[src/hdl/acf_pkg.sv]
// ----------------------------------------------------------------------------
// acf_pkg
// Shared types, codes and constants of the ACIA receive ring and registers.
// ----------------------------------------------------------------------------
package acf_pkg;

  localparam int RING_DEPTH = 16;
  localparam int RING_AW    = $clog2(RING_DEPTH);

  localparam int PERIOD_W = 14;
  localparam logic [PERIOD_W-1:0] PERIOD_RESET = 14'd10000;

  localparam logic [1:0] OP_KEY   = 2'd0;
  localparam logic [1:0] OP_READ  = 2'd1;
  localparam logic [1:0] OP_WRITE = 2'd2;
  localparam logic [1:0] OP_TICK  = 2'd3;

  localparam logic [1:0] REG_DATA    = 2'd0;
  localparam logic [1:0] REG_STATUS  = 2'd1;
  localparam logic [1:0] REG_COMMAND = 2'd2;
  localparam logic [1:0] REG_CONTROL = 2'd3;

  localparam logic [7:0] STATUS_VALUE = 8'h10;
  localparam logic [7:0] CHAR_DEL     = 8'h7F;
  localparam logic [7:0] CHAR_BS      = 8'h08;
  localparam logic [7:0] CHAR_LF      = 8'h0A;
  localparam logic [7:0] CHAR_CR      = 8'h0D;

  typedef logic [RING_AW-1:0] ring_ptr_t;

  typedef struct packed {
    logic       empty;
    logic       full;
    logic [7:0] head;
  } ring_status_t;

  typedef struct packed {
    logic [7:0] read_data;
    logic       tx_valid;
    logic [7:0] tx_char;
    logic       irq_pulse;
    logic       key_accepted;
  } result_t;

  function automatic logic [7:0] translate_key(input logic [7:0] c);
    logic [7:0] r;
    r = c;
    if (c == CHAR_DEL) r = CHAR_BS;
    else if (c == CHAR_LF) r = CHAR_CR;
    return r;
  endfunction

  function automatic ring_ptr_t ring_next(input ring_ptr_t p);
    ring_ptr_t r;
    if (p == ring_ptr_t'(RING_DEPTH - 1)) r = '0;
    else r = p + ring_ptr_t'(1);
    return r;
  endfunction

endpackage

[src/hdl/acf_ring.sv]
// ----------------------------------------------------------------------------
// acf_ring
// Receive ring storage with read and write pointers; one slot kept free.
// ----------------------------------------------------------------------------
module acf_ring import acf_pkg::*; (
  input  logic         clk,
  input  logic         rst,
  input  logic         push,
  input  logic [7:0]   rx_char,
  input  logic         pop,
  output ring_status_t status
);

  logic [7:0] ring [RING_DEPTH];
  ring_ptr_t  read_pointer;
  ring_ptr_t  write_pointer;

  always_comb begin
    status.empty = (read_pointer == write_pointer);
    status.full  = (ring_next(write_pointer) == read_pointer);
    status.head  = ring[read_pointer];
  end

  always_ff @(posedge clk) begin
    if (push) begin
      ring[write_pointer] <= rx_char;
    end
  end

  always_ff @(posedge clk) begin
    if (rst) begin
      read_pointer  <= '0;
      write_pointer <= '0;
    end else begin
      if (push) write_pointer <= ring_next(write_pointer);
      if (pop) read_pointer <= ring_next(read_pointer);
    end
  end

endmodule

[src/hdl/acf_pacer.sv]
// ----------------------------------------------------------------------------
// acf_pacer
// Interrupt period register and the pacing counter that wraps at the period.
// ----------------------------------------------------------------------------
module acf_pacer import acf_pkg::*; (
  input  logic                clk,
  input  logic                rst,
  input  logic                cfg_write_en,
  input  logic [PERIOD_W-1:0] cfg_write_data,
  input  logic                tick,
  output logic                counter_zero
);

  logic [PERIOD_W-1:0] interrupt_period;
  logic [PERIOD_W-1:0] pacing_counter;
  logic [PERIOD_W-1:0] pacing_counter_next;
  logic [PERIOD_W:0]   count_plus;

  assign counter_zero = (pacing_counter == '0);
  assign count_plus   = {1'b0, pacing_counter} + (PERIOD_W+1)'(1);

  always_comb begin
    if (count_plus >= {1'b0, interrupt_period}) pacing_counter_next = '0;
    else pacing_counter_next = count_plus[PERIOD_W-1:0];
  end

  always_ff @(posedge clk) begin
    if (rst) begin
      interrupt_period <= PERIOD_RESET;
      pacing_counter   <= '0;
    end else begin
      if (cfg_write_en) interrupt_period <= cfg_write_data;
      if (tick) pacing_counter <= pacing_counter_next;
    end
  end

endmodule

[src/hdl/acf_out_queue.sv]
// ----------------------------------------------------------------------------
// acf_out_queue
// Two-entry result buffer that decouples input ready from output ready.
// ----------------------------------------------------------------------------
module acf_out_queue import acf_pkg::*; (
  input  logic    clk,
  input  logic    rst,
  input  logic    push,
  input  result_t push_data,
  output logic    space,
  output logic    out_valid,
  input  logic    out_ready,
  output result_t head
);

  result_t    slot0;
  result_t    slot1;
  logic [1:0] count;
  logic [1:0] count_next;
  logic [1:0] count_after_pop;
  logic       pop;

  assign out_valid       = (count != 2'd0);
  assign space           = (count != 2'd2);
  assign head            = slot0;
  assign pop             = out_valid && out_ready;
  assign count_after_pop = count - {1'b0, pop};
  assign count_next      = count_after_pop + {1'b0, push};

  always_ff @(posedge clk) begin
    if (push && count_after_pop == 2'd0) begin
      slot0 <= push_data;
    end else if (pop) begin
      slot0 <= slot1;
    end
    if (push && count_after_pop != 2'd0) slot1 <= push_data;
  end

  always_ff @(posedge clk) begin
    if (rst) begin
      count <= 2'd0;
    end else begin
      count <= count_next;
    end
  end

endmodule

[src/hdl/acia_receive_fifo_registers.sv]
// ----------------------------------------------------------------------------
// acia_receive_fifo_registers
// Simplified serial ACIA: receive ring, register reads and writes, paced irq.
//
//   channel   signals                                      direction
//   input     in_valid in_ready opcode reg_addr            in
//             write_data key_char
//   output    out_valid out_ready read_data tx_valid       out
//             tx_char irq_pulse key_accepted
//   config    cfg_write_en cfg_write_data                  in
//
// one item per cycle while in_ready is high; the result is registered in a
// two-entry result buffer, which keeps in_ready high while one result
// waits; in_ready falls only with two results waiting. rst clears the
// pointers, the pacing counter and the result buffer and sets the period
// to 10000; ring contents are not cleared.
// ----------------------------------------------------------------------------
module acia_receive_fifo_registers import acf_pkg::*; (
  input  logic                clk,
  input  logic                rst,
  input  logic                in_valid,
  output logic                in_ready,
  input  logic [1:0]          opcode,
  input  logic [1:0]          reg_addr,
  input  logic [7:0]          write_data,
  input  logic [7:0]          key_char,
  output logic                out_valid,
  input  logic                out_ready,
  output logic [7:0]          read_data,
  output logic                tx_valid,
  output logic [7:0]          tx_char,
  output logic                irq_pulse,
  output logic                key_accepted,
  input  logic                cfg_write_en,
  input  logic [PERIOD_W-1:0] cfg_write_data
);

  ring_status_t ring_stat;
  result_t      res;
  result_t      head;
  logic         xfer;
  logic         push;
  logic         pop;
  logic         tick;
  logic         counter_zero;

  assign xfer = in_valid && in_ready;
  assign push = xfer && (opcode == OP_KEY) && !ring_stat.full;
  assign pop  = xfer && (opcode == OP_READ) && (reg_addr == REG_DATA) && !ring_stat.empty;
  assign tick = xfer && (opcode == OP_TICK);

  acf_ring u_ring (
    .clk     (clk),
    .rst     (rst),
    .push    (push),
    .rx_char (translate_key(key_char)),
    .pop     (pop),
    .status  (ring_stat)
  );

  acf_pacer u_pacer (
    .clk            (clk),
    .rst            (rst),
    .cfg_write_en   (cfg_write_en),
    .cfg_write_data (cfg_write_data),
    .tick           (tick),
    .counter_zero   (counter_zero)
  );

  always_comb begin
    res = '0;
    unique case (opcode)
      OP_KEY: begin
        res.key_accepted = !ring_stat.full;
      end
      OP_READ: begin
        unique case (reg_addr)
          REG_DATA:    res.read_data = ring_stat.empty ? 8'h00 : ring_stat.head;
          REG_STATUS:  res.read_data = STATUS_VALUE;
          REG_COMMAND,
          REG_CONTROL: res.read_data = 8'h00;
          default:     res.read_data = 8'h00;
        endcase
      end
      OP_WRITE: begin
        if (reg_addr == REG_DATA) begin
          res.tx_valid = 1'b1;
          res.tx_char  = write_data;
        end
      end
      OP_TICK: begin
        res.irq_pulse = counter_zero && !ring_stat.empty;
      end
      default: res = '0;
    endcase
  end

  acf_out_queue u_oq (
    .clk       (clk),
    .rst       (rst),
    .push      (xfer),
    .push_data (res),
    .space     (in_ready),
    .out_valid (out_valid),
    .out_ready (out_ready),
    .head      (head)
  );

  assign read_data    = head.read_data;
  assign tx_valid     = head.tx_valid;
  assign tx_char      = head.tx_char;
  assign irq_pulse    = head.irq_pulse;
  assign key_accepted = head.key_accepted;

endmodule

[config.mk]
export PLATFORM = sky130hd
export DESIGN_NAME = acia_receive_fifo_registers
export DESIGN_NICKNAME = d
export VERILOG_FILES = /design/src/hdl/acf_pkg.sv /design/src/hdl/acf_ring.sv /design/src/hdl/acf_pacer.sv /design/src/hdl/acf_out_queue.sv /design/src/hdl/acia_receive_fifo_registers.sv
export SDC_FILE = /design/constraint.sdc
export NUM_CORES = 1
export LEC_CHECK = 0
export BUFFER_PORTS_ARGS = -buffer_cell sky130_fd_sc_hd__buf_4
export CAP_MARGIN = 10
export CELL_PAD_IN_SITES_DETAIL_PLACEMENT = 0
export CELL_PAD_IN_SITES_GLOBAL_PLACEMENT = 1
export CORE_MARGIN = 3
export CORE_UTILIZATION = 46
export CTS_BUF_LIST = sky130_fd_sc_hd__clkbuf_16
export DETAILED_ROUTE_END_ITERATION = 10
export PLACE_DENSITY_LB_ADDON = 0.1
export SLEW_MARGIN = 25
export SYNTH_ARGS = -nofsm -noshare
export SYNTH_HDL_FRONTEND = slang
export SYNTH_SLANG_ARGS = --single-unit
[constraint.sdc]
create_clock -name clk -period 2.8 [get_ports clk]
set_clock_uncertainty 0.05 [all_clocks]
set_input_delay 0.28 -clock clk [delete_from_list [all_inputs] [get_ports clk]]
set_output_delay 0.28 -clock clk [all_outputs]
set_load 0.005 [all_outputs]
Word level (Yosys, flattened, before mapping)
Memories as Yosys holds them, arrays and structs flattened. A register that Yosys moved wholly into a read port is not among the register bits.
Index checks and enable logic that the tools add are counted.
- bits of input ports: 39
- memory bits (writable): 128
- register bits: 76
- output and inout port bits: 21
- memories: 1
- memory list (name ; depth ; bits a word ; rd ports ; clocked after memory_dff ; wr ports ; line ; text):
    u_ring.ring ; 16 ; 8 ; 1 ; 1 ; 1 ; acf_ring.sv:14 ; logic [7:0] ring [RING_DEPTH];
- multiplexer cells: 18
- order comparisons: 1
- equal/unequal tests: 13
- reduce and logical (&&, ||, !) cells: 21
- $add $sub $neg: 5
- operators by type and width (cell ; number):
    $mux W19 ; 2
    $mux W8 ; 4
    $pmux W8 S3 ; 1
    $mux W9 ; 2
    $mux W4 ; 4
    $add A14 B1 Y15 const B ; 1
    $ge A15 B14 Y1 ; 1
    $logic_not A14 Y1 ; 1
    $mux W14 ; 1
    $logic_and A1 B1 Y1 ; 11
    $add A4 B1 Y4 const B ; 2
    $eq A2 B2 Y1 const B ; 4
    $eq A4 B4 Y1 ; 2
    $eq A4 B4 Y1 const B ; 2
    $eq A8 B4 Y1 const B ; 1
    $eq A8 B7 Y1 const B ; 1
    $logic_not A2 Y1 ; 3
    $reduce_bool A2 Y1 ; 3
    $eq A2 B1 Y1 const B ; 2
    $mux W1 ; 4
    $add A2 B1 Y2 ; 1
    $logic_not A1 Y1 ; 2
    $ne A2 B2 Y1 const B ; 1
    $reduce_or A2 Y1 ; 1
    $sub A2 B1 Y2 ; 1

Longest topological paths before layout
- depth in word-level cells: 7
- depth in mapped cells: 14

By module
A second synthesis with hierarchy kept.
- cells, all modules: 618
- area total of the unflattened synthesis: 9318.9 um2
- by module, submodules not included (module ; sequential area each (um2) ; times used ; cells each ; area an instance (um2)):
    acf_ring ; 4083.9 ; 1 ; 282 ; 5620.4
    acf_pacer ; 560.5 ; 1 ; 209 ; 1756.7
    acf_out_queue ; 1181.1 ; 1 ; 74 ; 1605.3
    acia_receive_fifo_registers ; 0.0 ; 1 ; 53 ; 336.6

Least setup slack after synthesis
Ideal clock, no wire load.
- kind: register -> register
- start: register u_ring.write_pointer[0]
- end: memory u_ring.ring[12][0] (enable)
- stages on the path, launching flop included: 8
- clock period less this slack: 2940 ps
- path buffers: 1
- data arrival time: 2492 ps
- setup time: 398 ps
- slack: -140 ps
- required time: 2352 ps
- path through: dfxtp_1 > ha_1 > a21o_1 > a21boi_0 > o21a_1 > o21a_1 > buf_2 > nor4b_1
- word-level cells in the longest chain between the ends: 7
- elaborated cells between the ends (all ways): 8
- those cells by class: add/sub: 1; eq/ne: 2; mux: 3; reduce/logical: 2
- ends and longest elaborated chain (element ; line ; text):
    start, declared ; acf_ring.sv:16 ; ring_ptr_t write_pointer;
    start signal, assigned ; acf_ring.sv:35 ; if (push) write_pointer <= ring_next(write_pointer);
    $add A4 B1 Y4 or $eq A4 B4 Y1 (tied branches) ; acf_pkg.sv:56, acf_pkg.sv:55 ;
    $mux W4 ; acf_pkg.sv:55 ; if (p == ring_ptr_t'(RING_DEPTH - 1)) r = '0;
    $eq A4 B4 Y1 ; acf_ring.sv:20 ; status.full = (ring_next(write_pointer) == read_pointer);
    $logic_not A1 Y1 ; acia_receive_fifo_registers.sv:48 ; assign push = xfer && (opcode == OP_KEY) && !ring_stat.full;
    $logic_and A1 B1 Y1 ; acia_receive_fifo_registers.sv:48 ;
    $mux W1 ; acf_ring.sv:25 ; if (push) begin
    $mux W1 (implied by the code) ; acf_ring.sv:26 ; ring[write_pointer] <= rx_char;
    end, declared ; acf_ring.sv:14 ;
Several ways; a longest one is shown, not always the timed one.

Worst setup path after layout
- start: register u_ring.write_pointer[0]
- end: memory u_ring.ring[1][1] (enable)
Same word-level chain as after synthesis.

==> out/qor.yml <==
job:
  cap_violations: 0
clock_tree:
  cts_tree: "done"
  clkLatencyLatePin_ns: 0.50
  root_buffer: "clkbuf_16"
  cts_buffers: 23
  cts.sinks: 208
  clk_path_buf_depth: 3
  clk_pin_slew_ns: 0.06
  htreeDepth: 1
sta:
  finalWorstSetupSlack_ns: 0.176
  hold_slack_ns: 0.0318
  fin_crit_sh_pct: 93.7
  fin_crit_ns: 2.62
  relSlewSlack_pct: 50.4
  setup_violations: 0
  worstMarginPinSlew_ns: 0.743
  slew_viol_final: 0
  rsz0062_at_grt: "no"
  final-hold-violation-count: 0
  max_freq_mhz: 381
drt:
  drtIter0Drc: 321
  wirelength_um: 19000
  via_per_inst: 5.42
  ant_nets: 0
  vias: 5527
  wl_per_cell_um: 18.7
  drc: 0
  dr.pass1.iters: 4
yosys:
  ys_seq_elements: 208
  synth_top_family_by_area: "multiplexers"
  synth_fa_ha_area_share_pct: 3.15
  yosys.area_share.simple_pct: 10.5
  synth_area_leaders: "edfxtp_1 55%, dfxtp_1 9.2%, mux4_2 8.1%, ha_1 3.2%, mux2_2 2.3%"
  synth_area_um2: 9130
  yosys.area.top_type: "edfxtp_1"
  yosysMostFrequentCell: "edfxtp_1"
  yosysWarnings: 0
  synthMuxAreaShare_pct: 12.2
  yosys_most_used_dff: "edfxtp_1"
  synth-compound-area-share_pct: 5.34
  synth_edf_count: 166
  synth_area_per_cell_um2: 14.6
  synth_top_area_share_pct: 54.6
  yosysSeqAreaShare_pct: 63.8
  synth-xor-area-share_pct: 2.01
  yosys-top-cells-count: "166 x edfxtp_1, 42 x dfxtp_1, 37 x nand2_1, 33 x mux4_2, 25 x clkbuf_1"
  synth_cell_type_count: 54
  syn_nets: 687
  syn_inst: 625
  async_reset_ff_share_pct: 0
critical_path:
  cp_slowest_cell: "nor4bb_1"
  crit_path_end_kind: "flip-flop"
  max_stage_delay_ns: 0.36
  r2r_slack_ns: 0.18
  r2r_end: "u_ring.ring[1][1]$_DFFE_PP_"
  crit_type: "reg -> reg"
  crit_path_start_kind: "flip-flop"
  cp_max_fo: 10
  cp.arrival_ns: 2.77
  rr_worst_depth: 8
  regToRegStartpoint: "u_ring.write_pointer[0]$_SDFFE_PP0P_"
  crit_buf_inv: 1
  cp.required_ns: 2.94
  worstPathCellList: "ha_1 -> a21o_1 -> a21boi_0 -> nor3_1 -> o21a_1 -> nor2_2 -> nor4bb_1 -> buf_4"
  crit_family: "simple AND/OR/NAND/NOR gates"
cells_and_area:
  multi_input_area_um2: 3150
  register_area_um2: 5830
  fin_nets: 804
  syn2layout_area_growth_pct: 23.5
  diodes: 0
  fin_area_um2: 11300
  drive_above_1_share_pct: 30.8
  n_fill_cell: 1480
power:
  p_per_area_nw_per_um2: 709
  ir_drop_v: 0.000595
  total_power_w: 0.00799
  p_leak_nw: 4.11
min_path:
  hold_path.class: "in -> reg"
  hold_depth: 2
  worstHoldStart: "write_data[3]"
  hold_end: "u_oq.slot1[5]$_DFFE_PP_"
grt:
  grt_pass1_wl_um: 30300
  use_met2_pct: 30.1
  grt-ovfl-total: 0
  grt_util_met3_pct: 2.71
  grt_use_total_pct: 17.5
  first_global_vias: 5585
  grt_antenna_before_repair: 0
  grt_max_degree: 35
  use_met1_pct: 23.9
  top_usage_layer: "met2"
floorplan:
  rows: 50
  ios: 60
  initial_core_util_pct: 47.9
  die_y_um: 147
  coreArea_um2: 19100
  die_area_um2: 21600
  fp.dieW_um: 147
place:
  portBuffers: 59
  pre_cts_slack_ns: 0.0545
  gp_congestion: 0.812
  dp_hpwl_um: 12500
  place_area_um2: 10200
status:
  outcome: "finished, final reports clean"
## state kept, by name, summed over array words and instances, names as in the netlist, named ones only
| signal | cells |
|---|---|
| u_oq.count | 2 |
| u_oq.head | 19 |
| u_oq.slot1 | 19 |
| u_pacer.interrupt_period | 14 |
| u_pacer.pacing_counter | 14 |
| u_ring.read_pointer | 4 |
| u_ring.ring | 128 |
| u_ring.write_pointer | 4 |
## worst max-delay path by stage
| stage | startpoint | end | slack [ns] | depth (start not counted) |
|---|---|---|---|---|
| global route | u_ring.write_pointer[0]$_SDFFE_PP0P_ | u_ring.ring[2][4]$_DFFE_PP_ | 0.002 | 8 |
| global placement | u_pacer.pacing_counter[0]$_SDFFE_PP0P_ | u_pacer.pacing_counter[6]$_SDFFE_PP0P_ | 0.17 | 12 |
| detailed placement | u_pacer.pacing_counter[0]$_SDFFE_PP0P_ | u_pacer.pacing_counter[13]$_SDFFE_PP0P_ | 0.05 | 12 |
| floorplan | u_ring.write_pointer[0]$_SDFFE_PP0P_ | u_ring.ring[12][0]$_DFFE_PP_ | -0.14 | 7 |
| CTS | u_pacer.pacing_counter[1]$_SDFFE_PP0P_ | u_pacer.pacing_counter[13]$_SDFFE_PP0P_ | 0.05 | 12 |
| finish | u_ring.write_pointer[0]$_SDFFE_PP0P_ | u_ring.ring[1][1]$_DFFE_PP_ | 0.18 | 8 |
## layout make-up
cell class,count,share of cell area (%)
clock buffers,23,5.11
clock inverters,19,2.05
well taps,260,2.89
inverters,22,0.733
multi-input cells,355,28.0
repair buffers,132,9.53
flip-flops and latches,208,51.7
## per-stage QoR
step                utilization [%]  std cells  TNS [ns]
floorplan                         -        625     -7.51
global placement               53.5        960         0
detailed placement             53.5        960         0
CTS                            58.4       1016         0
global route                   59.1       1019         0
finish                         59.1       1019         0
## layout by cell type (no fill, tap or decap), types with 5 or more instances in the layout
| cell | count |
|---|---|
| dfxtp_1 | 38 |
| xor2_1 | 12 |
| buf_4 | 112 |
| mux2_2 | 19 |
| dlygate4sd3_1 | 14 |
| bufinv_16 | 5 |
| and4b_1 | 5 |
| nand2_1 | 37 |
| o21ai_0 | 9 |
| nand3_1 | 15 |
| nand4_1 | 15 |
| nor2b_1 | 11 |
| inv_1 | 23 |
| o211ai_1 | 7 |
| ha_1 | 22 |
| clkbuf_16 | 23 |
| a211oi_1 | 16 |
| nor3_1 | 6 |
| nor2_1 | 21 |
| and2_1 | 12 |
| xnor2_1 | 5 |
| and3_1 | 7 |
| a31oi_1 | 6 |
| mux2i_1 | 16 |
| nor4_1 | 5 |
| a21oi_1 | 21 |
| mux4_2 | 33 |
| edfxtp_1 | 166 |
## routing by layer
metal / vias up / share of wire, %
li1: 2641 / -
met1: 2744 / 44
met2: 119 / 50
met3: 23 / 4.4
met4: 0 / 1.2
met5: - / 0
## power breakdown
part | switching, W | internal (W) | total (W)
Clock | 0.00119 | 0.00197 | 0.00316
Combinational | 0.000491 | 0.000524 | 0.00102
Sequential | 0.0000851 | 0.00373 | 0.00382
Total | 0.00177 | 0.00622 | 0.00799
## logic make-up after synthesis
| logic type | count (synthesis) |
|---|---|
| simple gates | 169 |
| fa+ha+maj | 23 |
| buf+inv | 62 |
| flops | 208 |
| xor+xnor | 21 |
| mux | 68 |
| compound gates | 74 |
## worst register-to-register path, delay by kind of cell, from the launching register on
family	cells	cell delay, ns
simple gates	3	0.75
compound gates	3	0.64
buf+inv	1	0.26
flops	1	0.31
fa+ha+maj	1	0.31
## timing repair
item,4_1_cts,5_1_grt
gates resized for setup,0,24
setup endpoints to repair,0,14
setup buffers,0,1
endpoints found under the hold margin,14,0
hold buffers,14,0
Note: power is estimated with default switching activity, not from simulation.
